===== config.mk =====
export PLATFORM = sky130hd
export DESIGN_NAME = dwsr_cell
export DESIGN_NICKNAME = d
export VERILOG_FILES = /design/src/design/deque_with_search_removal_macros.svh /design/src/design/dwsr_pkg.sv /design/src/design/dwsr_cell.sv
export SDC_FILE = /design/constraint.sdc
export NUM_CORES = 1
export LEC_CHECK = 0
export ABC_AREA = 1
export BUFFER_PORTS_ARGS = -buffer_cell sky130_fd_sc_hd__buf_2
export CAP_MARGIN = 10
export CORE_AREA = 2 2 85 87
export CTS_BUF_LIST = sky130_fd_sc_hd__clkbuf_16
export DETAILED_ROUTE_END_ITERATION = 8
export DIE_AREA = 0 0 87 89
export HOLD_SLACK_MARGIN = 0.05
export PLACE_DENSITY = 0.89
export SYNTH_ARGS = -nofsm -noshare
export SYNTH_HDL_FRONTEND = slang
export SYNTH_SLANG_ARGS = --single-unit

===== constraint.sdc =====
create_clock -name clk_i -period 4.33 [get_ports clk_i]
set_input_delay 0.2165 -clock clk_i [delete_from_list [all_inputs] [get_ports clk_i]]
set_output_delay 0.2165 -clock clk_i [all_outputs]
set_load 0.02 [all_outputs]

===== src/design/deque_with_search_removal_macros.svh =====
// ----------------------------------------------------------------------------
// deque_with_search_removal_macros
// Assertion macros shared by the deque RTL.
// ----------------------------------------------------------------------------
`ifndef DEQUE_WITH_SEARCH_REMOVAL_MACROS_SVH
`define DEQUE_WITH_SEARCH_REMOVAL_MACROS_SVH

// condition holds in the same cycle as the trigger
`define DWSR_ASSERT_NOW(label, clk, rst_n, ante, cons) \
  label: assert property (@(posedge clk) disable iff (!(rst_n)) (ante) |-> (cons)) \
    else $error("dwsr assertion failed");

// condition holds in the cycle after the trigger
`define DWSR_ASSERT_NEXT(label, clk, rst_n, ante, cons) \
  label: assert property (@(posedge clk) disable iff (!(rst_n)) (ante) |=> (cons)) \
    else $error("dwsr assertion failed");

`endif


===== src/design/dwsr_pkg.sv =====
// ----------------------------------------------------------------------------
// dwsr_pkg
// Types, codes and constants of the deque with search and removal.
// ----------------------------------------------------------------------------
`default_nettype none

package dwsr_pkg;

  localparam int unsigned DEPTH_DEF  = 64;
  localparam int unsigned ACTION_W   = 4;
  localparam int unsigned DATA_W     = 32;
  localparam int unsigned POSITION_W = 8;
  localparam int unsigned COUNT_W    = 7;

  localparam logic [DATA_W-1:0] VAL_FAIL  = '1;
  localparam logic [DATA_W-1:0] VAL_CLEAR = '0;

  // request action codes
  typedef enum logic [ACTION_W-1:0] {
    ACT_APPEND      = 4'd0,
    ACT_PUSH_FRONT  = 4'd1,
    ACT_POP_FRONT   = 4'd2,
    ACT_POP_BACK    = 4'd3,
    ACT_PEEK_FRONT  = 4'd4,
    ACT_PEEK_BACK   = 4'd5,
    ACT_READ_INDEX  = 4'd6,
    ACT_CONTAINS    = 4'd7,
    ACT_REMOVE_EQ   = 4'd8,
    ACT_HAS_GREATER = 4'd9,
    ACT_TAKE_GREATER = 4'd10,
    ACT_HAS_SMALLER = 4'd11,
    ACT_TAKE_SMALLER = 4'd12,
    ACT_CLEAR       = 4'd13
  } action_e;

  // what a cell flags as a hit in the compare cycle
  typedef enum logic [2:0] {
    HIT_NONE,
    HIT_EQ,
    HIT_GT,
    HIT_LT,
    HIT_POS,
    HIT_FRONT,
    HIT_BACK
  } hit_e;

  // how the cells update their entries in the apply cycle
  typedef enum logic [1:0] {
    MODE_HOLD,
    MODE_SHIFT_IN,
    MODE_REMOVE,
    MODE_WRITE_TAIL
  } mode_e;

  // sequencer states
  typedef enum logic {
    ST_IDLE,
    ST_APPLY
  } state_e;

  // broadcast to all cells on the compare cycle
  typedef struct packed {
    logic                  load;
    hit_e                  kind;
    logic [DATA_W-1:0]     operand;
    logic [POSITION_W-1:0] position;
  } cell_eval_t;

  // broadcast to all cells on the apply cycle
  typedef struct packed {
    logic              apply;
    mode_e             mode;
    logic [DATA_W-1:0] operand;
  } cell_upd_t;

  // hit kind that an action asks the cells for
  function automatic hit_e hit_of(logic [ACTION_W-1:0] act);
    hit_e k;
    case (act)
      ACT_POP_FRONT, ACT_PEEK_FRONT:      k = HIT_FRONT;
      ACT_POP_BACK, ACT_PEEK_BACK:        k = HIT_BACK;
      ACT_READ_INDEX:                     k = HIT_POS;
      ACT_CONTAINS, ACT_REMOVE_EQ:        k = HIT_EQ;
      ACT_HAS_GREATER, ACT_TAKE_GREATER:  k = HIT_GT;
      ACT_HAS_SMALLER, ACT_TAKE_SMALLER:  k = HIT_LT;
      default:                            k = HIT_NONE;
    endcase
    return k;
  endfunction

endpackage

`default_nettype wire


===== src/design/dwsr_cell.sv =====
// ----------------------------------------------------------------------------
// dwsr_cell
// One slot of the deque: holds an entry, flags a hit, joins the
// first-match chain and shifts with its neighbors.
// ----------------------------------------------------------------------------
`default_nettype none

module dwsr_cell #(
  parameter int unsigned Depth = dwsr_pkg::DEPTH_DEF,
  parameter int unsigned Idx   = 0
) (
  input  wire logic                                clk_i,
  input  wire logic                                rst_ni,
  input  wire dwsr_pkg::cell_eval_t                eval_i,
  input  wire dwsr_pkg::cell_upd_t                 upd_i,
  input  wire logic [$clog2(Depth+1)-1:0]          count_i,
  input  wire logic [dwsr_pkg::DATA_W-1:0]         left_i,
  input  wire logic [dwsr_pkg::DATA_W-1:0]         right_i,
  input  wire logic                                seen_i,
  output logic                                     seen_o,
  output logic                                     first_o,
  output logic [dwsr_pkg::DATA_W-1:0]              entry_o,
  output logic [dwsr_pkg::DATA_W-1:0]              sel_o
);
  import dwsr_pkg::*;

  localparam int unsigned CntW = $clog2(Depth+1);

  logic [DATA_W-1:0] entry_q, entry_d;
  logic              hit_q, hit_d;
  logic              occ;

  // slot holds a live entry
  assign occ = (CntW'(Idx) < count_i);

  // compare against the incoming request
  always_comb begin
    hit_d = hit_q;
    if (eval_i.load) begin
      case (eval_i.kind)
        HIT_EQ:    hit_d = occ && (entry_q == eval_i.operand);
        HIT_GT:    hit_d = occ && ($signed(entry_q) > $signed(eval_i.operand));
        HIT_LT:    hit_d = occ && ($signed(entry_q) < $signed(eval_i.operand));
        HIT_POS:   hit_d = occ && (eval_i.position == POSITION_W'(Idx));
        HIT_FRONT: hit_d = occ && (Idx == 0);
        HIT_BACK:  hit_d = occ && (CntW'(Idx + 1) == count_i);
        default:   hit_d = 1'b0;
      endcase
    end
  end

  // first-match chain
  assign seen_o  = seen_i | hit_q;
  assign first_o = hit_q & ~seen_i;
  assign sel_o   = first_o ? entry_q : '0;
  assign entry_o = entry_q;

  // entry update: shift in, close a gap, or write at the tail
  always_comb begin
    entry_d = entry_q;
    if (upd_i.apply) begin
      case (upd_i.mode)
        MODE_SHIFT_IN:   entry_d = left_i;
        MODE_REMOVE:     if (seen_o) entry_d = right_i;
        MODE_WRITE_TAIL: if (CntW'(Idx) == count_i) entry_d = upd_i.operand;
        default:         entry_d = entry_q;
      endcase
    end
  end

  // hit flag
  always_ff @(posedge clk_i or negedge rst_ni) begin
    if (!rst_ni) begin
      hit_q <= 1'b0;
    end else begin
      hit_q <= hit_d;
    end
  end

  // entry storage
  always_ff @(posedge clk_i) begin
    entry_q <= entry_d;
  end

endmodule

`default_nettype wire

==> impl_metrics.py, run 1 <==
metrics = {
    "run_status": {
        "outcome": "finished, final reports clean",
    },
    "detailed_routing": {
        "dr.pass1.iters": 5,
        "drt-vias-per-instance": 4.92,
        "routed_wl_um": 10000,
        "drtAntennaViolNets": 0,
        "post-route-drc-count": 0,
        "drtIter0Drc": 99,
        "wl_per_cell_um": 14.0,
        "dr_total_vias": 3520,
    },
    "setup_path": {
        "critPathLaunchType": "flop",
        "rrSetupSlack_ns": 2.31,
        "worstSetupEndpointType": "output pin",
        "cp_max_fo": 32,
        "cp.arrival_ns": 1.87,
        "worstPathRequired_ns": 4.11,
        "path_class": "reg2out",
    },
    "synth": {
        "ys_seq_area_share_pct": 32.9,
        "yosysWarnings": 0,
        "ys_top_cells_by_area": "edfxtp_1, inv_1, ha_1",
        "synth_seq_cells": 33,
        "synth_area_sq_um": 2990,
        "yosys.area.top_type": "edfxtp_1",
        "synth_top_cell_area_share_pct": 32.1,
        "synth.distinct_cells": 25,
        "syn_nets": 608,
        "syn_avg_cell_area_sq_um": 7.08,
        "synthCells": 423,
    },
    "cts": {
        "clock-sinks": 33,
        "numCtsBuffers": 5,
        "cts-root-buf": "clkbuf_16",
        "clk_path_buf_depth": 2,
        "clkTransAtPathRegs_ns": 0.05,
        "cts_tree": "built",
        "htree_num_levels": 2,
        "worstSkewPairLatency_ns": 0.27,
    },
    "placed_design": {
        "routabilityCongestion": 0.935,
        "port_buffers": 218,
        "place_hpwl_um": 8310,
    },
    "pwr": {
        "power_density_nw_per_um2": 249,
        "ir_drop_v": 0.000159,
        "leakage_nw": 2.52,
    },
    "timing": {
        "finalCritPeriodShare_pct": 48.1,
        "rsz0062_at_grt": "no",
        "worstMarginPinSlew_ns": 1.10,
        "max_freq_ghz": 0.480,
        "min_period_ns": 2.08,
        "hold_viol_final": 0,
        "maxSlewHeadroom_pct": 26.6,
        "final.setup.tns_ns": 0,
        "drv_slew": 0,
        "setup_viol": 0,
        "finalClockSkew_ns": 0.00364,
    },
    "finish": {
        "nets": 819,
        "drive_gt1_share_pct": 36.5,
        "antenna_cells": 0,
        "area_delta_synth_final_pct": 43.2,
        "fin_util_pct": 63.8,
        "final_common_cell": "buf_2",
        "mostFrequentLayoutCells": "buf_2, inv_1, nand2_1",
    },
    "global_routing": {
        "grt_use_total_pct": 24.6,
        "grt_pass1_wl_um": 14600,
        "grt_pass1_vias": 3277,
        "overflow": 0,
        "grt_max_degree": 67,
        "antenna_found_initial": 0,
    },
    "floorplanning": {
        "ios": 219,
        "core_sq_um": 6720,
        "floorplan.initialDensity_pct": 44.6,
        "die_h_um": 89,
        "die_area_sq_um": 7740,
        "std_cell_rows": 30,
        "chipWidth_um": 87,
    },
    "worst_hold_path": {
        "min_path_type": "in2reg",
    },
    "run": {
        "cap_violations": 0,
    },
}
==> critical path, cell delays in order (launching register included) <==
cell	delay [ns]
dfrtp_1	0.38
inv_1	0.06
nor2_1	0.05
inv_1	0.79
nor2_1	0.11
buf_2	0.21
==> synthesized netlist by cell type (all sizes together) <==
| cell | count |
|---|---|
| o211ai | 32 |
| inv | 108 |
| nor3b | 2 |
| o21a | 2 |
| ha | 32 |
| a21oi | 17 |
| nand2 | 76 |
| nor2 | 50 |
| buf | 5 |
| or2 | 1 |
| a221oi | 1 |
| o31a | 1 |
| nand3b | 1 |
| dfrtp | 1 |
| edfxtp | 32 |
| nand4 | 2 |
| clkbuf | 11 |
| nand3 | 40 |
| a21o | 1 |
| o21ai | 4 |
| nor4 | 1 |
| nor3 | 3 |
==> logic make-up (layout without fill, tap and decap cells) <==
logic type,count (synthesis),in the layout,share of synthesized area [%]
adder cells (fa/ha/maj),32,32,13.4
flip-flops,33,33,32.9
AO/OA/AOI/OAI,58,58,13.0
AND/OR/NAND/NOR,176,176,25.2
buffers and inverters,124,336,15.5
==> power breakdown <==
group | leakage [nW] | switching (mW) | total, mW | internal [mW]
clock | 0.0776 | 0.116 | 0.322 | 0.206
sequential | 0.315 | 0.0207 | 0.402 | 0.381
combinational | 2.12 | 0.202 | 0.344 | 0.142
total | 2.52 | 0.339 | 1.07 | 0.729
==> timing repair <==
item | CTS | global route
hold buffers | 1 | 0
gates resized for setup | 0 | 0
setup buffers | 0 | 0
endpoints found under the hold margin | 1 | 0
==> sequential cells by signal, summed over array words and instances (netlist names) <==
name	count
entry_o	32
hit_q	1
==> metal layers <==
metal  up-vias  wire length [um]  GRT usage (%)
met3        14               517           4.34
met4         0               170           6.96
met5         -                 0              0
li1       1781                 -              -
met1      1596              4080           29.2
met2       129              5240           45.6
==> final timing paths <==
path                                  startpoint                end  cells after the start
setup reg to reg           entry_o[31]$_DFFE_PP_  hit_q$_DFFE_PN0P_                     10
hold reg to reg                hit_q$_DFFE_PN0P_  hit_q$_DFFE_PN0P_                      2
min in group asynchronous                 rst_ni  hit_q$_DFFE_PN0P_                      2
setup / recovery               hit_q$_DFFE_PN0P_           sel_o[1]                      5
hold / removal                        eval_i[43]  hit_q$_DFFE_PN0P_                      3
max in group asynchronous                 rst_ni  hit_q$_DFFE_PN0P_                      2
==> through the flow <==
| stage | hold slack (ns) | cell area (sq um) | std cells | power [mW] | setup WS (ns) |
|---|---|---|---|---|---|
| 3_3_place_gp | 0.000459 | 4140 | 706 | 0.737 | 2.06 |
| 5_1_grt | 0.235 | 4290 | 715 | 1.13 | 2.11 |
| 3_5_place_dp | -0.000138 | 4140 | 706 | 0.751 | 2.01 |
| 2_1_floorplan | -0.0791 | 2990 | 423 | 0.599 | 1.78 |
| 6_report | 0.210 | 4290 | 715 | 1.07 | 2.25 |
| 4_1_cts | 0.204 | 4290 | 715 | 1.07 | 2.25 |
==> cell type report <==
type	count	area, sq um
multi-input combinational	266	1550
inverter	108	405
clock buffer	5	125
sequential	33	986
fill	595	2430
timing repair buffer	220	1110
clock inverter	3	11.3
tap	80	100
No activity file was read; power rests on OpenSTA's default activity.
==> run 2: changes to the inputs <==
CORE_AREA = 2 2 88 90   (was 2 2 85 87)
DIE_AREA = 0 0 90 92   (was 0 0 87 89)
PLACE_DENSITY = 0.84   (was 0.89)
clock period = 1.95 ns   (was 4.33 ns; I/O delays follow)
==> run 2 against run 1 <==
Against the previous run: the run now ends with setup timing left; sequential share of layout area decreased by 1.4 points; critical path depth up 6; setup slack got worse by 2.3 ns; flip-flop and latch count unchanged; power increased by 130%; sequential power grew 120%; register-to-register slack worse by 2.3 ns; clock power up 130%; combinational power rose by 140%; final cell count grew 5.5%; clock skew grew 0.00066 ns.
==> impl_metrics.py, run 2 (synthesized netlist as in run 1, its figures left out) <==
metrics = {
    "timing": {
        "final.setup.tns_ns": -0.0257,
        "worstMarginPinSlew_ns": 0.928,
        "maxSlewHeadroom_pct": 38.0,
        "hold_viol_final": 0,
        "min_period_ns": 1.98,
        "max_freq_ghz": 0.506,
        "finalCritPeriodShare_pct": 101,
        "rsz0062_at_grt": "yes",
        "layout_setup_ws_ns": -0.0257,
        "setup_viol": 1,
        "finalClockSkew_ns": 0.00430,
        "fin_hold_ws_ns": 0.0940,
        "drv_slew": 0,
    },
    "global_routing": {
        "top_usage_layer": "met2",
        "grt_use_total_pct": 23.5,
        "use_met3_pct": 4.68,
        "overflow": 0,
        "grt_max_degree": 34,
        "grtUsageMet2_pct": 42.0,
        "antenna_found_initial": 0,
        "met1_usage_pct": 28.4,
        "grt_pass1_vias": 3447,
        "grt_pass1_wl_um": 15700,
    },
    "pwr": {
        "power.internal_mw": 1.66,
        "combPwrFrac_pct": 34.0,
        "power_density_nw_per_um2": 541,
        "p_switching_mw": 0.808,
        "pwr-share-seq_pct": 35.9,
        "clkPwrFrac_pct": 30.0,
        "ir_drop_v": 0.000370,
        "swShare_pct": 32.7,
        "total_power_mw": 2.47,
        "leakage_nw": 2.61,
    },
    "detailed_routing": {
        "drtAntennaViolNets": 0,
        "dr_total_vias": 3574,
        "wl_per_cell_um": 13.8,
        "post-route-drc-count": 0,
        "routed_wl_um": 10400,
        "drtIter0Drc": 113,
        "drt-vias-per-instance": 4.74,
        "dr.pass1.iters": 5,
    },
    "finish": {
        "final_common_cell": "buf_2",
        "fillers": 702,
        "mostFrequentLayoutCells": "buf_2, inv_1, nand2_1",
        "nets": 836,
        "final_cells": 754,
        "drive_gt1_share_pct": 40.5,
        "antenna_cells": 0,
        "largest_reg_flops": 32,
        "area_delta_synth_final_pct": 52.3,
    },
    "cts": {
        "worstSkewPairLatency_ns": 0.28,
        "cts-root-buf": "clkbuf_16",
        "htree_num_levels": 2,
        "numCtsBuffers": 5,
        "clkTransAtPathRegs_ns": 0.06,
        "clk_path_buf_depth": 2,
        "clock-sinks": 33,
        "cts_tree": "built",
    },
    "run_status": {
        "outcome": "finished, violations left",
        "violations": "setup timing",
    },
    "setup_path": {
        "path_class": "reg2reg",
        "cp.arrival_ns": 2.14,
        "rrSetupSlack_ns": -0.03,
        "cp_max_fo": 3,
        "reg2reg_depth": 11,
        "r2r_start": "entry_o[25]$_DFFE_PP_",
        "worstSetupEndpointType": "flop",
        "worstPathRequired_ns": 2.12,
        "critPathLaunchType": "flop",
        "r2r_end": "hit_q$_DFFE_PN0P_",
    },
    "floorplanning": {
        "core_sq_um": 7450,
        "floorplan.initialDensity_pct": 40.2,
        "chipWidth_um": 90,
        "die_h_um": 92,
        "ios": 219,
        "std_cell_rows": 32,
        "die_area_sq_um": 8280,
    },
    "worst_hold_path": {
        "whs_path_depth": 3,
        "hold_end": "hit_q$_DFFE_PN0P_",
        "hold_start": "eval_i[43]",
        "min_path_type": "in2reg",
    },
    "placed_design": {
        "routabilityCongestion": 0.878,
        "dpl.cell_count": 738,
        "place_ws_ns": -0.00492,
        "place_hpwl_um": 8340,
        "port_buffers": 218,
    },
    "run": {
        "cap_violations": 0,
    },
}
[run 2: cell count changes in the layout (fill, tap and decap cells not counted), moves of 2 or more]
cell      change
buf_4        +17
ha_1          -6
ha_4          +6
a21oi_1       -3
a21oi_2       +3
inv_1         -3
nor2_1        -3
clkinv_1      +2
nor2_4        +2
[run 2: final cells by class]
class | instances | area [sq um] | share of cell area [%]
clock inverter | 3 | 12.5 | 0.274
tap | 102 | 128 | 2.80
clock buffer | 5 | 125 | 2.74
timing repair buffer | 237 | 1240 | 27.1
multi-input combinational | 266 | 1670 | 36.6
inverter | 108 | 405 | 8.89
sequential | 33 | 986 | 21.6
[run 2: what timing repair did]
item | in CTS | in global routing
pin swaps | 0 | 5
hold endpoints to repair | 1 | 0
endpoints found under the setup margin | 1 | 1
buffers inserted | 0 | 7
hold buffers | 1 | 0
gates resized for setup | 1 | 17
[run 2: critical path: stages (launching register included)]
cell and delay, ns:
edfxtp_1 0.41, ha_1 0.34, nand2_1 0.09, nor2_2 0.11, nand2_2 0.08, nor3b_2 0.21, nor3b_4 0.24, nor2_1 0.07
nand3_1 0.08, nand3_1 0.09, nand2_1 0.10, a21oi_2 0.05
[run 2: power by group through the flow]
| stage | Clock, mW | Sequential [mW] | Combinational, mW |
|---|---|---|---|
| final | 0.742 | 0.888 | 0.840 |
| after global routing | 0.774 | 0.894 | 0.929 |
| after CTS | 0.747 | 0.886 | 0.796 |
| after detailed placement | 0 | 0.899 | 0.787 |
| after global placement | 0 | 0.896 | 0.765 |
| after floorplan | 0 | 0.942 | 0.389 |
[run 2: per-layer routing]
layer	share of wire [%]	vias up	wire length, um
met5	0	-	0
li1	-	1812	-
met2	51	156	5330
met3	6.7	17	696
met1	41	1589	4210
met4	1.4	0	142
[run 2: per-stage QoR]
step	util (%)	area, sq um
after global routing	61.2	4560
after global placement	57.0	4240
after detailed placement	57.0	4240
final	61.2	4560
after floorplan	-	3000
after CTS	59.1	4400
[run 2: worst max path at each step]
stage | slack (ns) | start | cells past startpoint | end
floorplan | 0.02 | count_i[6] | 5 | entry_o[0]$_DFFE_PP_
global placement | 0.09 | entry_o[31]$_DFFE_PP_ | 10 | hit_q$_DFFE_PN0P_
detailed placement | -0.005 | entry_o[31]$_DFFE_PP_ | 10 | hit_q$_DFFE_PN0P_
CTS | 0.03 | entry_o[31]$_DFFE_PP_ | 10 | hit_q$_DFFE_PN0P_
global route | -0.13 | entry_o[29]$_DFFE_PP_ | 11 | hit_q$_DFFE_PN0P_
finish | -0.03 | entry_o[25]$_DFFE_PP_ | 11 | hit_q$_DFFE_PN0P_
==> run 3: changes to the inputs <==
SETUP_SLACK_MARGIN = 0.2   (was unset)
==> run 3 against run 2 <==
Against the previous run: the run now ends clean; routed wire length fell by 2.1%; power rose by 0.49%; worst hold slack improved by 0.0030 ns; first-iteration DRC count rose by 12%; register-to-register slack improved by 0.09 ns; sequential power barely moved; final cell count rose by 0.80%; clock skew fell by 0.0023 ns; via count rose by 2.4%; flip-flop and latch count did not move; critical path type unchanged; highest routed layer unchanged.
==> impl_metrics.py, run 3 (synthesized netlist as in run 1, its figures left out) <==
metrics = {
    "setup_path": {
        "worstPathCellList": "ha_4 -> nand2_2 -> nor2_2 -> nand2_2 -> nor3b_4 -> nor3b_4 -> nand3_2 -> a21oi_2 -> nand2_1 -> a21oi_2",
        "path_class": "reg2reg",
        "reg2reg_depth": 10,
        "path_delay_family": "simple AND/OR/NAND/NOR gates",
        "crit_path_max_incr_delay_ns": 0.44,
        "rrSetupSlack_ns": 0.06,
        "r2r_start": "entry_o[27]$_DFFE_PP_",
        "cp_slowest_cell": "edfxtp_1",
        "critPathLaunchType": "flop",
        "cp_max_fo": 3,
        "r2r_end": "hit_q$_DFFE_PN0P_",
        "worstPathRequired_ns": 2.15,
        "cp.arrival_ns": 2.09,
        "crit_buf_inv": 0,
        "worstSetupEndpointType": "flop",
    },
    "cts": {
        "clock-sinks": 33,
        "numCtsBuffers": 5,
        "cts-root-buf": "clkbuf_16",
        "worstSkewPairLatency_ns": 0.27,
        "cts_tree": "built",
        "clk_path_buf_depth": 2,
        "htree_num_levels": 2,
        "clkTransAtPathRegs_ns": 0.05,
    },
    "finish": {
        "largest_reg_flops": 32,
        "nets": 842,
        "area_delta_synth_final_pct": 55.6,
        "antenna_cells": 0,
        "final_common_cell": "buf_2",
        "drive_gt1_share_pct": 41.8,
        "fin_util_pct": 62.6,
        "mostFrequentLayoutCells": "buf_2, inv_1, nand2_1",
        "final_cells": 760,
    },
    "timing": {
        "hold_viol_final": 0,
        "fin_hold_ws_ns": 0.0969,
        "maxSlewHeadroom_pct": 37.5,
        "worstMarginPinSlew_ns": 0.936,
        "min_period_ns": 1.89,
        "finalClockSkew_ns": 0.00200,
        "rsz0062_at_grt": "yes",
        "drv_slew": 0,
        "max_freq_ghz": 0.530,
        "setup_viol": 0,
        "finalCritPeriodShare_pct": 96.8,
    },
    "pwr": {
        "ir_drop_v": 0.000306,
        "power_density_nw_per_um2": 533,
        "leakage_nw": 2.67,
    },
    "detailed_routing": {
        "drt-vias-per-instance": 4.81,
        "routed_wl_um": 10200,
        "dr.pass1.iters": 5,
        "wl_per_cell_um": 13.4,
        "drtAntennaViolNets": 0,
        "post-route-drc-count": 0,
        "drtIter0Drc": 126,
        "dr_total_vias": 3658,
    },
    "worst_hold_path": {
        "whs_path_depth": 3,
        "hold_end": "hit_q$_DFFE_PN0P_",
        "hold_start": "eval_i[43]",
        "min_path_type": "in2reg",
    },
    "global_routing": {
        "antenna_found_initial": 0,
        "grt_pass1_wl_um": 15100,
        "grt_max_degree": 66,
        "grt_use_total_pct": 22.6,
        "overflow": 0,
        "grt_pass1_vias": 3337,
    },
    "floorplanning": {
        "std_cell_rows": 32,
        "die_h_um": 92,
        "die_area_sq_um": 8280,
        "ios": 219,
        "chipWidth_um": 90,
        "floorplan.initialDensity_pct": 40.2,
        "core_sq_um": 7450,
    },
    "placed_design": {
        "routabilityCongestion": 0.955,
        "port_buffers": 218,
        "dpl.cell_count": 733,
        "place_hpwl_um": 8090,
    },
    "run_status": {
        "outcome": "finished, final reports clean",
    },
    "run": {
        "cap_violations": 0,
    },
}
-- run 3: routing by layer --
metal	global-route usage, %	vias up	share of wire (%)
met5	0	-	0
met4	4.87	0	1.3
met3	3.94	14	5.9
met2	42.1	146	52
met1	27.1	1673	41
li1	-	1825	-
-- run 3: per-stage QoR --
stage          area (sq um)  TNS, ns  worst slack, ns  power, mW
2_1_floorplan          3010        0           0.0970       1.34
6_report               4660        0           0.0619       2.48
5_1_grt                4660  -0.0940          -0.0940       2.62
3_3_place_gp           4220        0           0.0665       1.65
3_5_place_dp           4220        0           0.0301       1.68
4_1_cts                4460        0          0.00376       2.43
-- run 3: layout make-up --
| class | count | area (sq um) |
|---|---|---|
| well taps | 102 | 128 |
| repair buffers | 243 | 1280 |
| fillers | 675 | 2790 |
| multi-input cells | 266 | 1720 |
| flip-flops and latches | 33 | 986 |
| inverters | 108 | 405 |
| clock buffers | 5 | 125 |
| clock inverters | 3 | 12.5 |
-- run 3: tightest hold or removal path, stage by stage --
cell	delay, ns
buf_2	0.09
nor2_1	0.05
a21oi_2	0.09
-- run 3: how the worst max path moves through the flow --
stage | startpoint | end | slack, ns | depth (start not counted)
6_report | entry_o[27]$_DFFE_PP_ | hit_q$_DFFE_PN0P_ | 0.06 | 10
5_1_grt | entry_o[22]$_DFFE_PP_ | hit_q$_DFFE_PN0P_ | -0.09 | 10
4_1_cts | entry_o[27]$_DFFE_PP_ | hit_q$_DFFE_PN0P_ | 0.004 | 10
3_5_place_dp | entry_o[27]$_DFFE_PP_ | hit_q$_DFFE_PN0P_ | 0.03 | 10
3_3_place_gp | entry_o[19]$_DFFE_PP_ | hit_q$_DFFE_PN0P_ | 0.07 | 8
2_1_floorplan | entry_o[31]$_DFFE_PP_ | hit_q$_DFFE_PN0P_ | 0.1 | 10
-- run 3: what timing repair did --
action                                  4_1_cts  5_1_grt
hold buffers                                  1        0
pin swaps                                    11       14
setup buffers                                 7       11
endpoints found under the hold margin         1        0
endpoints found under the setup margin        1        1
gates resized for setup                       7       17
-- run 3: where the power goes --
| group | internal, mW | switching [mW] |
|---|---|---|
| registers | 0.846 | 0.0409 |
| logic | 0.376 | 0.491 |
| clock network | 0.461 | 0.267 |
| total | 1.68 | 0.799 |
